--- src/sv/pocd_pkg.sv ---
// Package: address map, table geometry and field widths of the offset decoder.
`timescale 1ns / 1ps
package pocd_pkg;

  // Field widths
  localparam int ADDR_W   = 10;
  localparam int WORD_W   = 16;
  localparam int INDEX_W  = 10;
  localparam int OFFSET_W = 22;
  localparam int SHIFT_W  = 4;
  localparam int NIB_W    = 4;
  localparam int REM_W    = 6;

  // Pixel array geometry
  localparam int ROWS      = 24;
  localparam int COLUMNS   = 32;
  localparam int PIXELS    = ROWS * COLUMNS;
  localparam int NIB_PER_W = WORD_W / NIB_W;
  localparam int NSEL_W    = $clog2(NIB_PER_W);
  localparam int COL_IDX_W = $clog2(COLUMNS);
  localparam int ROW_IDX_W = $clog2(ROWS);
  localparam int ROW_WORDS = ROWS / NIB_PER_W;
  localparam int COL_WORDS = COLUMNS / NIB_PER_W;
  localparam int ROW_WA_W  = ROW_IDX_W - NSEL_W;
  localparam int COL_WA_W  = COL_IDX_W - NSEL_W;

  // Calibration address map
  localparam logic [ADDR_W-1:0] ADDR_SHIFTS     = 10'h010;
  localparam logic [ADDR_W-1:0] ADDR_REFERENCE  = 10'h011;
  localparam logic [ADDR_W-1:0] ADDR_ROW_BASE   = 10'h012;
  localparam logic [ADDR_W-1:0] ADDR_COL_BASE   = 10'h018;
  localparam logic [ADDR_W-1:0] ADDR_COL_END    = ADDR_COL_BASE + ADDR_W'(COL_WORDS);
  localparam logic [ADDR_W-1:0] ADDR_PIXEL_BASE = 10'h040;
  localparam logic [ADDR_W-1:0] ADDR_PIXEL_END  = ADDR_PIXEL_BASE + ADDR_W'(PIXELS);

endpackage

--- src/sv/pocd_if.sv ---
// Interfaces: calibration word channel and pixel offset result channel.
`timescale 1ns / 1ps
interface pocd_in_if
  import pocd_pkg::*;
();
  logic              valid;
  logic              ready;
  logic [ADDR_W-1:0] word_address;
  logic [WORD_W-1:0] word_value;

  modport source (output valid, output word_address, output word_value, input ready);
  modport sink   (input valid, input word_address, input word_value, output ready);
endinterface

interface pocd_out_if
  import pocd_pkg::*;
();
  logic                       valid;
  logic                       ready;
  logic        [INDEX_W-1:0]  pixel_index;
  logic signed [OFFSET_W-1:0] pixel_offset;

  modport source (output valid, output pixel_index, output pixel_offset, input ready);
  modport sink   (input valid, input pixel_index, input pixel_offset, output ready);
endinterface

--- src/sv/pixel_offset_calibration_decode.sv ---
// Top level: decodes pixel offsets from a streamed calibration memory dump.
// Pipeline: a pixel word is captured in the read stage along with its memory reads,
//   then its result moves to the output register, which holds it while the sink stalls.
// Throughput: one word per cycle while the sink does not stall; the correction memories take
//   one read and one write per cycle, and only one word enters per cycle.
// Reset: clears the pipeline valids, the shift amounts and the reference.
//   Row and column correction memories are not cleared; write them first.
`timescale 1ns / 1ps
module pixel_offset_calibration_decode
  import pocd_pkg::*;
(
  input  logic              clk,
  input  logic              rst_n,
  pocd_in_if.sink           in_chan,
  pocd_out_if.source        out_chan
);

  // Header registers
  logic        [SHIFT_W-1:0] row_shift_r, col_shift_r, rem_shift_r;
  logic signed [WORD_W-1:0]  reference_r;

  // Correction memories, one calibration word per entry
  logic [WORD_W-1:0] row_mem [ROW_WORDS];
  logic [WORD_W-1:0] col_mem [COL_WORDS];

  // Read stage
  logic                       s1_valid_r;
  logic        [INDEX_W-1:0]  s1_index_r;
  logic        [REM_W-1:0]    s1_rem_r;
  logic signed [WORD_W-1:0]   s1_ref_r;
  logic        [SHIFT_W-1:0]  s1_rshift_r, s1_cshift_r, s1_pshift_r;
  logic        [NSEL_W-1:0]   s1_rsel_r, s1_csel_r;
  logic        [WORD_W-1:0]   row_rd_r, col_rd_r;

  // Output register
  logic                       out_valid_r;
  logic        [INDEX_W-1:0]  out_index_r;
  logic signed [OFFSET_W-1:0] out_offset_r;
  logic signed [OFFSET_W-1:0] offset_nxt;

  logic                  in_fire, s1_adv;
  logic                  is_pixel, is_row, is_col;
  logic [ADDR_W-1:0]     pix_num, row_off, col_off;
  logic [ROW_IDX_W-1:0]  row_idx;
  logic [COL_IDX_W-1:0]  col_idx;

  // Handshake and address decode
  assign s1_adv        = !out_valid_r || out_chan.ready;
  assign in_chan.ready = !s1_valid_r || s1_adv;
  assign in_fire       = in_chan.valid && in_chan.ready;

  assign is_pixel = (in_chan.word_address >= ADDR_PIXEL_BASE) &&
                    (in_chan.word_address <  ADDR_PIXEL_END);
  assign is_row   = (in_chan.word_address >= ADDR_ROW_BASE) &&
                    (in_chan.word_address <  ADDR_COL_BASE);
  assign is_col   = (in_chan.word_address >= ADDR_COL_BASE) &&
                    (in_chan.word_address <  ADDR_COL_END);
  assign pix_num  = in_chan.word_address - ADDR_PIXEL_BASE;
  assign row_off  = in_chan.word_address - ADDR_ROW_BASE;
  assign col_off  = in_chan.word_address - ADDR_COL_BASE;
  assign col_idx  = pix_num[COL_IDX_W-1:0];
  assign row_idx  = pix_num[COL_IDX_W +: ROW_IDX_W];

  // Update header registers
  always_ff @(posedge clk) begin
    if (!rst_n) begin
      row_shift_r <= '0;
      col_shift_r <= '0;
      rem_shift_r <= '0;
      reference_r <= '0;
    end else if (in_fire) begin
      if (in_chan.word_address == ADDR_SHIFTS) begin
        row_shift_r <= in_chan.word_value[11:8];
        col_shift_r <= in_chan.word_value[7:4];
        rem_shift_r <= in_chan.word_value[3:0];
      end
      if (in_chan.word_address == ADDR_REFERENCE) begin
        reference_r <= in_chan.word_value;
      end
    end
  end

  // Write correction words; read both memories for a pixel word.
  // One word per cycle, so a write always lands before a later read.
  always_ff @(posedge clk) begin
    if (in_fire) begin
      if (is_row) begin
        row_mem[row_off[ROW_WA_W-1:0]] <= in_chan.word_value;
      end
      if (is_col) begin
        col_mem[col_off[COL_WA_W-1:0]] <= in_chan.word_value;
      end
      row_rd_r <= row_mem[row_idx[ROW_IDX_W-1:NSEL_W]];
      col_rd_r <= col_mem[col_idx[COL_IDX_W-1:NSEL_W]];
    end
  end

  // Read stage: capture pixel context alongside the memory reads
  always_ff @(posedge clk) begin
    if (!rst_n) begin
      s1_valid_r <= 1'b0;
    end else if (in_fire) begin
      s1_valid_r <= is_pixel;
    end else if (s1_adv) begin
      s1_valid_r <= 1'b0;
    end
  end

  always_ff @(posedge clk) begin
    if (in_fire) begin
      s1_index_r  <= pix_num[INDEX_W-1:0];
      s1_rem_r    <= in_chan.word_value[WORD_W-1 -: REM_W];
      s1_ref_r    <= reference_r;
      s1_rshift_r <= row_shift_r;
      s1_cshift_r <= col_shift_r;
      s1_pshift_r <= rem_shift_r;
      s1_rsel_r   <= row_idx[NSEL_W-1:0];
      s1_csel_r   <= col_idx[NSEL_W-1:0];
    end
  end

  // Select nibbles, scale and sum at full width
  always_comb begin
    logic        [NIB_W-1:0]    row_nib, col_nib;
    logic signed [OFFSET_W-1:0] row_term, col_term, rem_term, ref_term;
    row_nib  = row_rd_r[{s1_rsel_r, 2'b00} +: NIB_W];
    col_nib  = col_rd_r[{s1_csel_r, 2'b00} +: NIB_W];
    row_term = {{(OFFSET_W-NIB_W){row_nib[NIB_W-1]}}, row_nib};
    col_term = {{(OFFSET_W-NIB_W){col_nib[NIB_W-1]}}, col_nib};
    rem_term = {{(OFFSET_W-REM_W){s1_rem_r[REM_W-1]}}, s1_rem_r};
    ref_term = {{(OFFSET_W-WORD_W){s1_ref_r[WORD_W-1]}}, s1_ref_r};
    offset_nxt = ref_term + (row_term <<< s1_rshift_r) + (col_term <<< s1_cshift_r)
               + (rem_term <<< s1_pshift_r);
  end

  // Output register: hold while the sink stalls
  always_ff @(posedge clk) begin
    if (!rst_n) begin
      out_valid_r <= 1'b0;
    end else if (s1_adv) begin
      out_valid_r <= s1_valid_r;
    end
  end

  always_ff @(posedge clk) begin
    if (s1_adv && s1_valid_r) begin
      out_index_r  <= s1_index_r;
      out_offset_r <= offset_nxt;
    end
  end

  assign out_chan.valid        = out_valid_r;
  assign out_chan.pixel_index  = out_index_r;
  assign out_chan.pixel_offset = out_offset_r;

endmodule

--- src/flat_wrapper.sv ---
// flat-port wrapper written by rule: the top's interface ports become plain ports
module pixel_offset_calibration_decode_flat import pocd_pkg::*;
  (clk, rst_n, in_chan_valid, in_chan_word_address, in_chan_word_value, in_chan_ready, out_chan_valid, out_chan_pixel_index, out_chan_pixel_offset, out_chan_ready);
  pocd_in_if in_chan_i ();
  pocd_out_if out_chan_i ();
  input  logic clk;
  input  logic rst_n;
  input wire logic [$bits(in_chan_i.valid)-1:0] in_chan_valid;
  input wire logic [$bits(in_chan_i.word_address)-1:0] in_chan_word_address;
  input wire logic [$bits(in_chan_i.word_value)-1:0] in_chan_word_value;
  output wire logic [$bits(in_chan_i.ready)-1:0] in_chan_ready;
  output wire logic [$bits(out_chan_i.valid)-1:0] out_chan_valid;
  output wire logic [$bits(out_chan_i.pixel_index)-1:0] out_chan_pixel_index;
  output wire logic [$bits(out_chan_i.pixel_offset)-1:0] out_chan_pixel_offset;
  input wire logic [$bits(out_chan_i.ready)-1:0] out_chan_ready;
  assign in_chan_i.valid = in_chan_valid;
  assign in_chan_i.word_address = in_chan_word_address;
  assign in_chan_i.word_value = in_chan_word_value;
  assign in_chan_ready = in_chan_i.ready;
  assign out_chan_valid = out_chan_i.valid;
  assign out_chan_pixel_index = out_chan_i.pixel_index;
  assign out_chan_pixel_offset = out_chan_i.pixel_offset;
  assign out_chan_i.ready = out_chan_ready;
  pixel_offset_calibration_decode u_core (.clk(clk), .rst_n(rst_n), .in_chan(in_chan_i), .out_chan(out_chan_i));
endmodule
--- config.mk ---
export PLATFORM = sky130hd
export DESIGN_NAME = pixel_offset_calibration_decode_flat
export DESIGN_NICKNAME = d
export VERILOG_FILES = /design/src/sv/pocd_pkg.sv /design/src/sv/pocd_if.sv /design/src/sv/pixel_offset_calibration_decode.sv /design/src/flat_wrapper.sv
export SDC_FILE = /design/constraint.sdc
export NUM_CORES = 1
export LEC_CHECK = 0
export ABC_AREA = 1
export BUFFER_PORTS_ARGS = -buffer_cell sky130_fd_sc_hd__clkbuf_2
export CORE_MARGIN = 8
export CORE_UTILIZATION = 60
export CTS_CLUSTER_SIZE = 30
export DETAILED_ROUTE_END_ITERATION = 6
export HOLD_SLACK_MARGIN = 0.03
export PLACE_DENSITY = 0.78
export SETUP_SLACK_MARGIN = 0.4
export SYNTH_ARGS = -nofsm -noshare
export SYNTH_HDL_FRONTEND = slang
export SYNTH_SLANG_ARGS = --single-unit
--- constraint.sdc ---
create_clock -name clk -period 10.92 [get_ports clk]
set_clock_uncertainty 0.15 [all_clocks]
set_input_delay 0.546 -clock clk [delete_from_list [all_inputs] [get_ports clk]]
set_output_delay 0.546 -clock clk [all_outputs]
set_load 0.02 [all_outputs]
After elaboration in Yosys (flattened, before gate mapping):

Memories as Yosys holds them, arrays and structs flattened. A register that Yosys moved wholly into a read port is not among the register bits.
Cells that the tools add are included.

* bits in registers: 110
* RAM bits: 224
* output and inout port bits: 34
* logic and storage cells: 57
* memories kept: 2

Memory list
* u_core.col_mem: words 8, bits a word 16, read ports 1, clocked after memory_dff 1, wr ports 1, line pixel_offset_calibration_decode.sv:24 `logic [WORD_W-1:0] col_mem [COL_WORDS];`
* u_core.row_mem: words 6, bits a word 16, read ports 1, clocked after memory_dff 1, wr ports 1, line pixel_offset_calibration_decode.sv:23 `logic [WORD_W-1:0] row_mem [ROW_WORDS];`

* add/subtract/negate cells: 6
* eq/ne operators: 2
* reduce and logical (&&, ||, !) cells: 12
* mux-type cells: 8
* order comparisons: 6
* shift-type cells: 5

Operators by type and width (number)
* $add 22x22->22: 2
* $sshl 4x4->22: 2
* $shiftx 16x5->4: 2
* $add 16x22->22: 1
* $sshl 6x4->22: 1
* $eq 10x5->1 const B: 2
* $ge 10x5->1 const B: 2
* $ge 10x7->1 const B: 1
* $lt 10x10->1 const B: 1
* $lt 10x5->1 const B: 1
* $lt 10x6->1 const B: 1
* $sub 10x7->10 const B: 1
* $mux 1: 8
* $logic_and 1x1->1: 5
* $reduce_and 2->1: 2
* $sub 3x1->3 const B: 1
* $sub 3x2->3 const B: 1
* $logic_not 1->1: 2
* $logic_or 1x1->1: 2
* $reduce_bool 2->1: 1

Longest topological paths before layout:

Gate-level depths: netlist of run 1.

* depth in word-level cells: 6
* depth in mapped cells: 27
* mapped depth without buffers: 26

Worst setup path before layout of run 1:

No wires, ideal clock.

* path type: register -> register
* start point: register u_core.s1_csel_r[0]
* end point: register u_core.out_offset_r[17] (netlist: u_core.out_chan.pixel_offset[17]) (data pin)
* cell stages (with the launch flop): 24
* slack: 7.080 ns
* path buffers: 1
* arrival time: 3.438 ns
* cell sequence: edfxtp_1 > buf_2 > inv_2 > nand2_1 > nand3_1 > nand3_1 > nand2_1 > nand2_1 > nor3_1 > fa_1 > inv_1 > fa_1 > inv_1 > ha_1 > inv_1 > fa_1 > inv_1 > nand3_1 > nand2_1 > nand3_1 > nand2_1 > nand4_1 > nand3_1 > nand2_1

* cells in the longest elaborated chain, start to end: 4

Ends and longest elaborated chain
* start, declared: line pixel_offset_calibration_decode.sv:32 `logic [NSEL_W-1:0] s1_rsel_r, s1_csel_r;`
* start signal, assigned: line pixel_offset_calibration_decode.sv:118 `s1_csel_r <= col_idx[NSEL_W-1:0];`
* $shiftx 16x5->4: line pixel_offset_calibration_decode.sv:127 `col_nib = col_rd_r[{s1_csel_r, 2'b00} +: NIB_W];`
* $sshl 4x4->22: line pixel_offset_calibration_decode.sv:132 `offset_nxt = ref_term + (row_term <<< s1_rshift_r) + (col_term <<< s1_cshift_r)`
* $add 22x22->22: line pixel_offset_calibration_decode.sv:132
* $add 22x22->22: line pixel_offset_calibration_decode.sv:133 `+ (rem_term <<< s1_pshift_r);`
* named net u_core.offset_nxt[17]: line pixel_offset_calibration_decode.sv:39 `logic signed [OFFSET_W-1:0] offset_nxt;`
* end signal, assigned: line pixel_offset_calibration_decode.sv:148 `out_offset_r <= offset_nxt;`
* end, declared: line pixel_offset_calibration_decode.sv:38 `logic signed [OFFSET_W-1:0] out_offset_r;`

The timed path passes the listed nets, and every way through them passes these cells.
A chain may end at the register's enable or synchronous reset.

Final worst setup path of run 1:

Same ends and word-level chain as after synthesis.

==> results of run 1 <==
cell usage in the layout (no fill, tap or decap), types with 9 or more instances in the layout:
| cell type | n |
|---|---|
| nand2_1 | 402 |
| edfxtp_1 | 332 |
| inv_1 | 179 |
| nor2_1 | 120 |
| o21ai_0 | 100 |
| nand3_1 | 77 |
| clkbuf_2 | 63 |
| a21oi_1 | 58 |
| fa_1 | 42 |
| clkbuf_16 | 38 |
| dfxtp_1 | 30 |
| ha_1 | 23 |
| o21ai_1 | 21 |
| a31oi_1 | 19 |
| o22ai_1 | 16 |
| o221ai_1 | 16 |
| nand4_1 | 15 |
| clkbuf_1 | 14 |
| buf_4 | 11 |
| xor2_1 | 9 |
| nor2_2 | 9 |
synth_stat cells (4+ instances only):
cell      instances  area (sq um)
a21oi_1          59           295
a31oi_1          19           119
buf_1             4          15.0
buf_2            12          60.1
buf_6             5          56.3
clkbuf_1         36           135
dfxtp_1          30           601
edfxtp_1        332          9970
fa_1             42           841
ha_1             23           288
inv_1           180           676
inv_2             4          15.0
nand2_1         402          1510
nand3_1          77           385
nand4_1          15          93.8
nor2_1          128           480
nor3_1           14          70.1
o21ai_0         100           500
o21ai_1          21           105
o21bai_1          4          30.0
o221ai_1         16           140
o22ai_1          16           100
xnor2_1           6          52.6
xor2_1           10          87.6
power groups by stage:
stage                     clock [mW]  sequential, mW  combinational, mW
after global routing            1.26            1.61              0.886
final                           1.19            1.61              0.776
after floorplan                    0            1.66              0.538
after detailed placement           0            1.64              0.768
after CTS                       1.21            1.61              0.773
after global placement             0            1.64              0.760
registers in the layout, indices dropped and copies added (netlist names):
register                      flops
u_core.col_rd_r                  16
u_core.s1_rshift_r                4
u_core.s1_valid_r                 1
u_core.row_rd_r                  16
u_core.s1_rem_r                   6
u_core.reference_r               16
u_core.out_chan.pixel_offset     22
u_core.s1_cshift_r                4
u_core.s1_csel_r                  1
u_core.s1_pshift_r                4
u_core.s1_index_r                 8
u_core.s1_ref_r                  16
u_core.rem_shift_r                4
u_core.col_shift_r                4
u_core.row_shift_r                4
u_core.row_mem                   96
u_core.out_chan.pixel_index      10
u_core.s1_rsel_r                  1
u_core.col_mem                  128
u_core.out_chan.valid             1
path summary, 6_finish.rpt:
kind                                start                          endpoint  depth (start not counted)
setup / recovery      u_core.s1_csel_r[0]  u_core.out_chan.pixel_offset[17]                         22
hold / removal    in_chan_word_address[1]              u_core.s1_index_r[1]                          1
setup reg to reg      u_core.s1_csel_r[0]  u_core.out_chan.pixel_offset[17]                         22
hold reg to reg      u_core.s1_index_r[9]    u_core.out_chan.pixel_index[9]                          0
layout make-up:
cell class / count / share of cell area, %
Clock buffer: 58 / 5.82
Clock inverter: 10 / 0.443
Inverter: 185 / 3.72
Multi-Input combinational cell: 972 / 28.7
Sequential cell: 362 / 56.6
Tap cell: 378 / 2.53
Timing Repair Buffer: 74 / 2.13
cell families (layout without fill, tap and decap cells):
kind of cell / after synthesis / in the layout / synth area share (%)
fa+ha+maj: 65 / 65 / 6.72
buf+inv: 242 / 327 / 5.72
compound gates: 241 / 241 / 7.95
xor+xnor: 17 / 17 / 0.931
simple gates: 649 / 649 / 15.8
flops: 362 / 362 / 62.9
layer usage:
metal	part of all wire, %	wire length (um)	track usage (%)	up-vias
met4	3.3	1260	8.46	0
met5	0	0	0	-
li1	-	-	-	5448
met3	8.1	3060	3.56	105
met1	41	15700	30.4	5315
met2	47	18000	38.3	507
metrics by stage:
step / area, sq um / power, mW / hold WS, ns / cells / setup slack [ns]
2_1_floorplan: 16800 / 2.20 / 0.250 / 1576 / 7.08
3_3_place_gp: 17500 / 2.40 / 0.252 / 1971 / 6.57
3_5_place_dp: 17500 / 2.40 / 0.255 / 1971 / 6.43
4_1_cts: 18700 / 3.59 / 0.126 / 2039 / 6.43
5_1_grt: 18700 / 3.76 / 0.124 / 2039 / 6.08
6_report: 18700 / 3.58 / 0.140 / 2039 / 6.36
critical path, delay by kind of cell, from the launching register on:
family	cells	cell delay [ns]
adder cells (fa/ha/maj)	4	1.48
buffers and inverters	5	0.53
flip-flops	1	0.52
AND/OR/NAND/NOR	13	1.60
==> results.ini, run 1 <==
[worst_setup_path]
critical_path_class = reg2reg
slowest_delay_ns = 0.52
cp-start-kind = flip-flop
path_cells = inv_2 > nand2_1 > nand3_1 > nand3_1 > nand2_1 > nand2_1 > nor3_1 > fa_1 > inv_1 > fa_1 > inv_1 > ha_1 > inv_1 > fa_1 > inv_1 > nand3_1 > nand2_1 > nand3_1 > nand2_1 > nand4_1 > nand3_1 > nand2_1
r2r_slack_ns = 6.36
cp_data_required_time_ns = 11.04
timing.critical_path.mode_cell = nand2_1
crit_fanout = 10
cp.arrival_ns = 4.69
cp-end-kind = flip-flop
cp_slowest_cell = edfxtp_1

[timing]
rsz0062_at_grt = no
fin_crit_ns = 4.56
setup_violations = 0
slew_headroom_pct = 26.7
post-route-period-util_pct = 41.8
tightest_slew_ns = 1.10
finalSetupTns_ns = 0
slew_violations = 0
clock.fmax_ghz = 0.219
timing.final.hold_violations = 0

[die]
rows = 61
die_w_um = 183
dieArea_sq_um = 33600
fp.coreArea_sq_um = 27700
start_util_pct = 60.7
pin_count = 64
fp.dieH_um = 183

[power_and_ir_drop]
p_seq_share_pct = 44.9
peakVddDrop_v = 0.000143
p_comb_share_pct = 21.7
internal_power_mw = 2.54
p_sw_mw = 1.04
power_leakage_nw = 7.44
swShare_pct = 29.1
powerDensity_nw_per_um2 = 192
p_clk_share_pct = 33.4

[yosys]
yosys_warnings = 0
synth_area_sq_um = 16800
ys_async_sr_fraction_pct = 0
ys_seq_area_share_pct = 62.9
synth-main-ff-cell = edfxtp_1
syn_inst = 1576
ys_ff_latch = 362
avgSynthCellArea_sq_um = 10.7
synth_edf_count = 332
synth_cell_type_count = 39
synth_nets = 1671

[drt]
wl_um = 38000
postRouteAntennaNets = 0
wl_per_cell_um = 18.6
vias_per_cell = 5.58
drc_errors = 0
vias = 11400
drtIter0Drc = 1232
firstDrtPassIters = 7

[global_route]
antenna_found_initial = 0
grt_overflow = 0
grt_pass1_vias = 11200
grt_max_degree = 69
grt_pass1_wl_um = 60000
track_usage_pct = 23.0

[clock_tree]
cts_hold_buf = 0
cts_sinks = 362
cts_buffers = 37
clockRootBuffer = clkbuf_16
clockBufferDepth = 3
cts_resized = 0
clkLatencyLatePin_ns = 0.53
path_clk_slew_ns = 0.06
h-tree-depth = 2
post_cts_buffers = 0
tritoncts = built

[placed_design]
post-dp-hpwl_um = 25700
io_buffers = 63
gp_congestion = 0.947

[finish]
drive_gt1_share_pct = 9.45
area_delta_synth_final_pct = 11.0
fillers = 2020
regArea_sq_um = 10600
final_nets = 1727
diodes = 0
multi_input_area_sq_um = 5360
final_util_pct = 67.4

[job]
cap_violations = 0

[hold_path]
hp-class = in2reg

[outcome]
status = finished clean

Power figures use the tool's default switching activity.
==> run 2: changes to the inputs <==
CORE_UTILIZATION = 56   (was 60)
PLACE_DENSITY = 0.76   (was 0.78)
clock period = 3.76 ns   (was 10.92 ns; I/O delays follow)
==> run 2 against run 1 <==
The flow now finishes with violations (negative setup slack). Register-to-register slack got worse by 6.6 ns. Clock power increased to 3.2 times the previous value. Maximum frequency increased by 13%. Cell area increased by 12%. Cell count increased by 7.1%. Die area increased by 6.5%. Critical path depth decreased by 2. Clock-buffer cell count decreased by 2. Utilization increased by 3.5 points. Routed wire length increased by 11%. Critical endpoint is now u_core.out_chan.pixel_offset[18]. Largest cell class unchanged.
==> results.ini, run 2 (synthesis results as in run 1) <==
[outcome]
status = complete, but fails checks
violations = negative setup slack

[finish]
multi_input_area_sq_um = 6370  ; +19%
area_delta_synth_final_pct = 24.6
largest_reg_flops = 128  ; unchanged
regArea_sq_um = 10600  ; unchanged
layout_commonest_cell = nand2_1
fillers = 2009  ; -0.54%
diodes = 0  ; unchanged
final_nets = 1862  ; +7.8%
drive_gt1_share_pct = 27.3  ; +18 points
layout_common_cells = nand2_1, edfxtp_1, inv_1
fin_area_sq_um = 20900  ; +12%
final_util_pct = 70.9  ; +3.5 points

[die]
fp.coreArea_sq_um = 29600  ; +6.7%
start_util_pct = 56.9  ; -3.8 points
rows = 63  ; +3.3%
dieArea_sq_um = 35800  ; +6.5%
die_w_um = 189  ; +3.2%
pin_count = 64  ; unchanged
fp.dieH_um = 189  ; +3.2%

[placed_design]
io_buffers = 63  ; unchanged
gp_congestion = 0.933  ; -1.5%
post-dp-hpwl_um = 27200  ; +5.7%
postPlaceCellArea_sq_um = 18500  ; +5.9%

[clock_tree]
clockBufferDepth = 3  ; unchanged
h-tree-depth = 2  ; unchanged
cts_sinks = 362  ; unchanged
clkLatencyLatePin_ns = 0.54  ; about the same
path_clk_slew_ns = 0.06  ; about the same
tritoncts = built
cts_buffers = 37  ; unchanged
clockRootBuffer = clkbuf_16

[drt]
postRouteAntennaNets = 0  ; unchanged
wl_um = 42300  ; +11%
drc_errors = 0  ; unchanged
wl_per_cell_um = 19.4  ; +3.9%
vias = 12300  ; +7.8%
vias_per_cell = 5.62  ; +0.66%
firstDrtPassIters = 6  ; -1
drtIter0Drc = 1200  ; -2.6%

[worst_setup_path]
cp.arrival_ns = 4.18  ; -0.51 ns
cp-start-kind = flip-flop
critical_path_class = reg2reg
crit_fanout = 6  ; -4
cp_data_required_time_ns = 3.89  ; -7.15 ns
cp-end-kind = flip-flop

[global_route]
grt_max_degree = 68  ; -1.4%
track_usage_pct = 23.2  ; +0.17 points
grt_pass1_wl_um = 64500  ; +7.5%
antenna_found_initial = 0  ; unchanged
grt_overflow = 0  ; unchanged
grt_pass1_vias = 12100  ; +7.9%

[power_and_ir_drop]
peakVddDrop_v = 0.000582  ; +310%
powerDensity_nw_per_um2 = 583  ; +200%
power_leakage_nw = 8.37  ; +12%

[timing]
slew_headroom_pct = 42.4  ; +16 points
rsz0062_at_grt = yes
slew_violations = 0  ; unchanged
fin_crit_ns = 4.04  ; -0.519 ns
setup_slack_ns = -0.283  ; -6.64 ns
tightest_slew_ns = 0.860  ; -0.239 ns
clock.fmax_ghz = 0.247  ; +13%
setup_violations = 17  ; +17
timing.final.hold_violations = 0  ; unchanged
post-route-period-util_pct = 108  ; +66 points

[job]
cap_violations = 0  ; unchanged

[hold_path]
hp-class = in2reg

==> run 2: stage by stage <==
stage / hold slack [ns] / power [mW] / setup WS (ns) / setup TNS, ns / std cells
detailed placement: 0.258 / 7.85 / -0.285 / -3.00 / 2078
global placement: 0.254 / 7.78 / -0.199 / -2.04 / 2078
floorplan: 0.137 / 6.70 / 0.118 / 0 / 1576
global route: 0.0571 / 12.8 / -0.462 / -6.24 / 2184
finish: 0.0469 / 12.2 / -0.283 / -2.93 / 2184
CTS: 0.0372 / 11.9 / -0.0912 / -0.846 / 2173
==> run 2: power by group <==
part / internal (mW) / total [mW] / switching [mW] / leakage [nW]
sequential: 4.61 / 4.67 / 0.0533 / 3.31
clock: 2.28 / 3.79 / 1.51 / 0.623
combinational: 1.63 / 3.75 / 2.12 / 4.43
total: 8.52 / 12.2 / 3.68 / 8.37
==> run 2: area by class of cell <==
class	instances	area share (%)
tap	390	2.33
sequential	362	50.5
multi-input combinational	972	30.4
timing repair buffer	209	7.26
clock inverter	10	0.759
clock buffer	56	5.35
inverter	185	3.42
==> run 2: worst max-delay path: stages, from the launching register on <==
cell and delay, ns:
edfxtp_1 0.50, buf_6 0.17, or2_4 0.25, o21ai_4 0.08, nand2_4 0.09, a31oi_4 0.18, buf_6 0.13, nor2_4 0.03
fa_1 0.50, inv_2 0.04, fa_1 0.53, inv_2 0.06, ha_4 0.27, nand2_4 0.11, nor2_1 0.07, o21bai_2 0.20
nand3_4 0.13, nand2_2 0.12, nand2_1 0.06, nand2_1 0.07, nand2_1 0.05
==> run 2: worst paths after layout <==
path	from	endpoint	slack [ns]	cells after the start
setup reg to reg	u_core.s1_pshift_r[0]	u_core.out_chan.pixel_offset[18]	-0.28	20
setup / recovery	u_core.s1_pshift_r[0]	u_core.out_chan.pixel_offset[18]	-0.28	20
hold / removal	in_chan_word_value[5]	u_core.col_mem[5][5]	0.05	1
hold reg to reg	u_core.s1_index_r[4]	u_core.out_chan.pixel_index[4]	0.27	0
==> run 2: repair_timing <==
item                       in CTS  in global routing
hold buffers                   13                  0
pin swaps                      59                 55
setup endpoints to repair      20                 20
gates cloned                    0                  0
resized for setup             115                111
hold endpoints to repair       64                  0
buffers inserted               16                 11
==> run 2: layer usage <==
layer / vias to the layer above / share of wire [%] / GRT usage, %
met5: - / 0 / 0
met4: 0 / 3.8 / 9.35
met3: 108 / 7.4 / 3.31
met2: 551 / 49 / 38.7
met1: 5874 / 40 / 30.2
li1: 5731 / - / -
==> run 3: changes to the inputs <==
CORE_UTILIZATION = 60   (was 56)
PLACE_DENSITY = 0.78   (was 0.76)
SKIP_LAST_GASP = 1   (was unset)
clock period = 4.85 ns   (was 3.76 ns; I/O delays follow)
==> run 3 against run 2 <==
The flow finishes with violations (design-rule violations). Sequential power is 22% lower. Power decreased by 33%. Sequential share of layout area rose by 5.3 points. Combinational power down 50%. Critical endpoint is now u_core.out_chan.pixel_offset[21]. Largest cell class unchanged. Largest power group unchanged.
==> results.ini, run 3 (synthesis results as in run 1) <==
[drt]
postRouteAntennaNets = 0  ; unchanged
vias_per_cell = 5.68  ; +1.1%
firstDrtPassIters = 7  ; +1
drtIter0Drc = 1249  ; +4.1%
vias = 11700  ; -4.5%
wl_per_cell_um = 19.3  ; -0.43%
wl_um = 39800  ; -5.9%
drc_errors = 3  ; +3

[die]
start_util_pct = 60.7  ; +3.8 points
rows = 61  ; -3.2%
fp.coreArea_sq_um = 27700  ; -6.3%
die_w_um = 183  ; -3.1%
fp.dieH_um = 183  ; -3.1%
dieArea_sq_um = 33600  ; -6.1%
pin_count = 64  ; unchanged

[power_and_ir_drop]
fin_total_pwr_mw = 8.22  ; -33%
p_clk_share_pct = 33.1  ; +2.0 points
p_seq_share_pct = 44.0  ; +5.8 points
p_sw_mw = 2.45  ; -33%
powerDensity_nw_per_um2 = 433  ; -26%
internal_power_mw = 5.76  ; -32%
p_comb_share_pct = 22.9  ; -7.8 points
peakVddDrop_v = 0.000364  ; -37%
power_leakage_nw = 7.57  ; -9.6%
swShare_pct = 29.9  ; -0.32 points

[hold_path]
hp-class = in2reg

[timing]
slew_violations = 0  ; unchanged
fin_crit_ns = 4.29  ; +0.251 ns
clock.fmax_ghz = 0.233  ; -5.8%
tightest_slew_ns = 1.13  ; +0.274 ns
finalSetupTns_ns = 0  ; +2.93 ns
setup_violations = 0  ; -17
timing.final.hold_violations = 0  ; unchanged
rsz0062_at_grt = yes
post-route-period-util_pct = 88.5  ; -19 points
worst_hold_slack_ns = 0.0500  ; +0.00310 ns
slew_headroom_pct = 24.4  ; -18 points
setup_slack_ns = 0.557  ; +0.839 ns

[clock_tree]
clkLatencyLatePin_ns = 0.53  ; about the same
clockRootBuffer = clkbuf_16
path_clk_slew_ns = 0.06  ; about the same
tritoncts = built
clockBufferDepth = 3  ; unchanged
cts_sinks = 362  ; unchanged
h-tree-depth = 2  ; unchanged
cts_buffers = 37  ; unchanged

[finish]
area_delta_synth_final_pct = 12.8
fin_area_sq_um = 19000  ; -9.5%
diodes = 0  ; unchanged
regArea_sq_um = 10600  ; unchanged
largest_reg_flops = 128  ; unchanged
layout_commonest_cell = nand2_1
multi_input_area_sq_um = 5450  ; -14%
drive_gt1_share_pct = 12.2  ; -15 points
instances_no_fill = 2063  ; -5.5%
final_util_pct = 68.4  ; -2.4 points
fillers = 2036  ; +1.3%
final_nets = 1752  ; -5.9%
layout_common_cells = nand2_1, edfxtp_1, inv_1

[global_route]
grt_max_degree = 55  ; -19%
grt_overflow = 0  ; unchanged
track_usage_pct = 23.5  ; +0.34 points
antenna_found_initial = 0  ; unchanged
grt_pass1_vias = 11500  ; -5.3%
grt_pass1_wl_um = 61600  ; -4.6%

[placed_design]
postPlaceCellArea_sq_um = 17500  ; -5.4%
gp_congestion = 0.962  ; +3.2%
post-dp-hpwl_um = 26000  ; -4.3%
dpl_worst_slack_ns = 0.438  ; +0.723 ns
numPlacedInstances = 1978  ; -4.8%
io_buffers = 63  ; unchanged

[outcome]
violations = design-rule violations
status = complete, but fails checks

[worst_setup_path]
startpoint = u_core.s1_rsel_r[0]
endpoint = u_core.out_chan.pixel_offset[21]
r2r-start = u_core.s1_rsel_r[0]
ff2ff_path_depth = 18  ; -10%
cp.arrival_ns = 4.42  ; +0.24 ns
cp-start-kind = flip-flop
critical_path_class = reg2reg
reg2reg_to = u_core.out_chan.pixel_offset[21]
path_cells = buf_4 > nand2_1 > nand3_1 > and2_4 > nand2_1 > o21ai_0 > fa_1 > inv_1 > fa_1 > inv_1 > ha_1 > nand2_1 > inv_1 > nand2_1 > nor3_1 > nand3_1 > nand4_1 > nand2_1
timing.critical_path.mode_cell = nand2_1
crit_fanout = 8  ; +2
cp-end-kind = flip-flop
r2r_slack_ns = 0.56  ; +0.84 ns
cp_slowest_cell = fa_1
cp_data_required_time_ns = 4.98  ; +1.09 ns
slowest_delay_ns = 0.53  ; about the same

[job]
cap_violations = 0  ; unchanged

## run 3: cell count changes in the layout (fill, tap and decap cells not counted), moves of 22 or more
cell	previous run	this run
nand3_2	48	2
inv_2	28	6
buf_4	113	29
nand3_1	28	75
o21ai_0	73	96
inv_1	151	178
nand2_2	42	3
nand2_1	352	400
## run 3: how the worst min path moves through the flow
stage                            from                              to  slack [ns]  depth (start not counted)
6_report       in_chan_word_value[13]           u_core.col_mem[3][13]        0.05                          1
3_5_place_dp     u_core.s1_index_r[7]  u_core.out_chan.pixel_index[7]        0.25                          0
2_1_floorplan   in_chan_word_value[0]            u_core.col_mem[0][0]        0.19                          0
3_3_place_gp     u_core.s1_index_r[9]  u_core.out_chan.pixel_index[9]        0.25                          0
5_1_grt        in_chan_word_value[13]           u_core.col_mem[5][13]        0.07                          1
4_1_cts        in_chan_word_value[13]           u_core.col_mem[3][13]        0.04                          1
## run 3: area by class of cell
type                       instances  area share, %
timing repair buffer              99           3.15
inverter                         185           3.68
tap                              378           2.49
sequential                       362           55.7
clock buffer                      48           5.37
multi-input combinational        972           28.7
clock inverter                    19          0.825
## run 3: what timing repair did
item | in CTS | in global routing
hold endpoints to repair | 6 | 0
hold buffers | 6 | 0
resized for setup | 0 | 37
endpoints found under the setup margin | 0 | 13
buffers inserted | 0 | 12
## run 3: per-layer routing
layer  vias up  GRT usage [%]  share of wire [%]
met3        88           3.52                8.1
met4         0           7.45                2.9
met1      5603           31.1                 41
met5         -              0                  0
li1       5487              -                  -
met2       535           39.6                 48
## run 3: critical path: cells and delay by family, from the launching register on
kind            cells  cell delay (ns)
simple gates       10             1.39
fa+ha+maj           3             1.38
flops               1             0.49
buf+inv             4             0.39
compound gates      1             0.24
## run 3: power by group through the flow
stage | clock network [mW] | logic (mW) | registers (mW)
floorplan | 0 | 1.21 | 3.73
global placement | 0 | 1.71 | 3.68
detailed placement | 0 | 1.75 | 3.68
CTS | 2.76 | 1.77 | 3.62
global route | 2.86 | 2.11 | 3.63
finish | 2.72 | 1.88 | 3.62
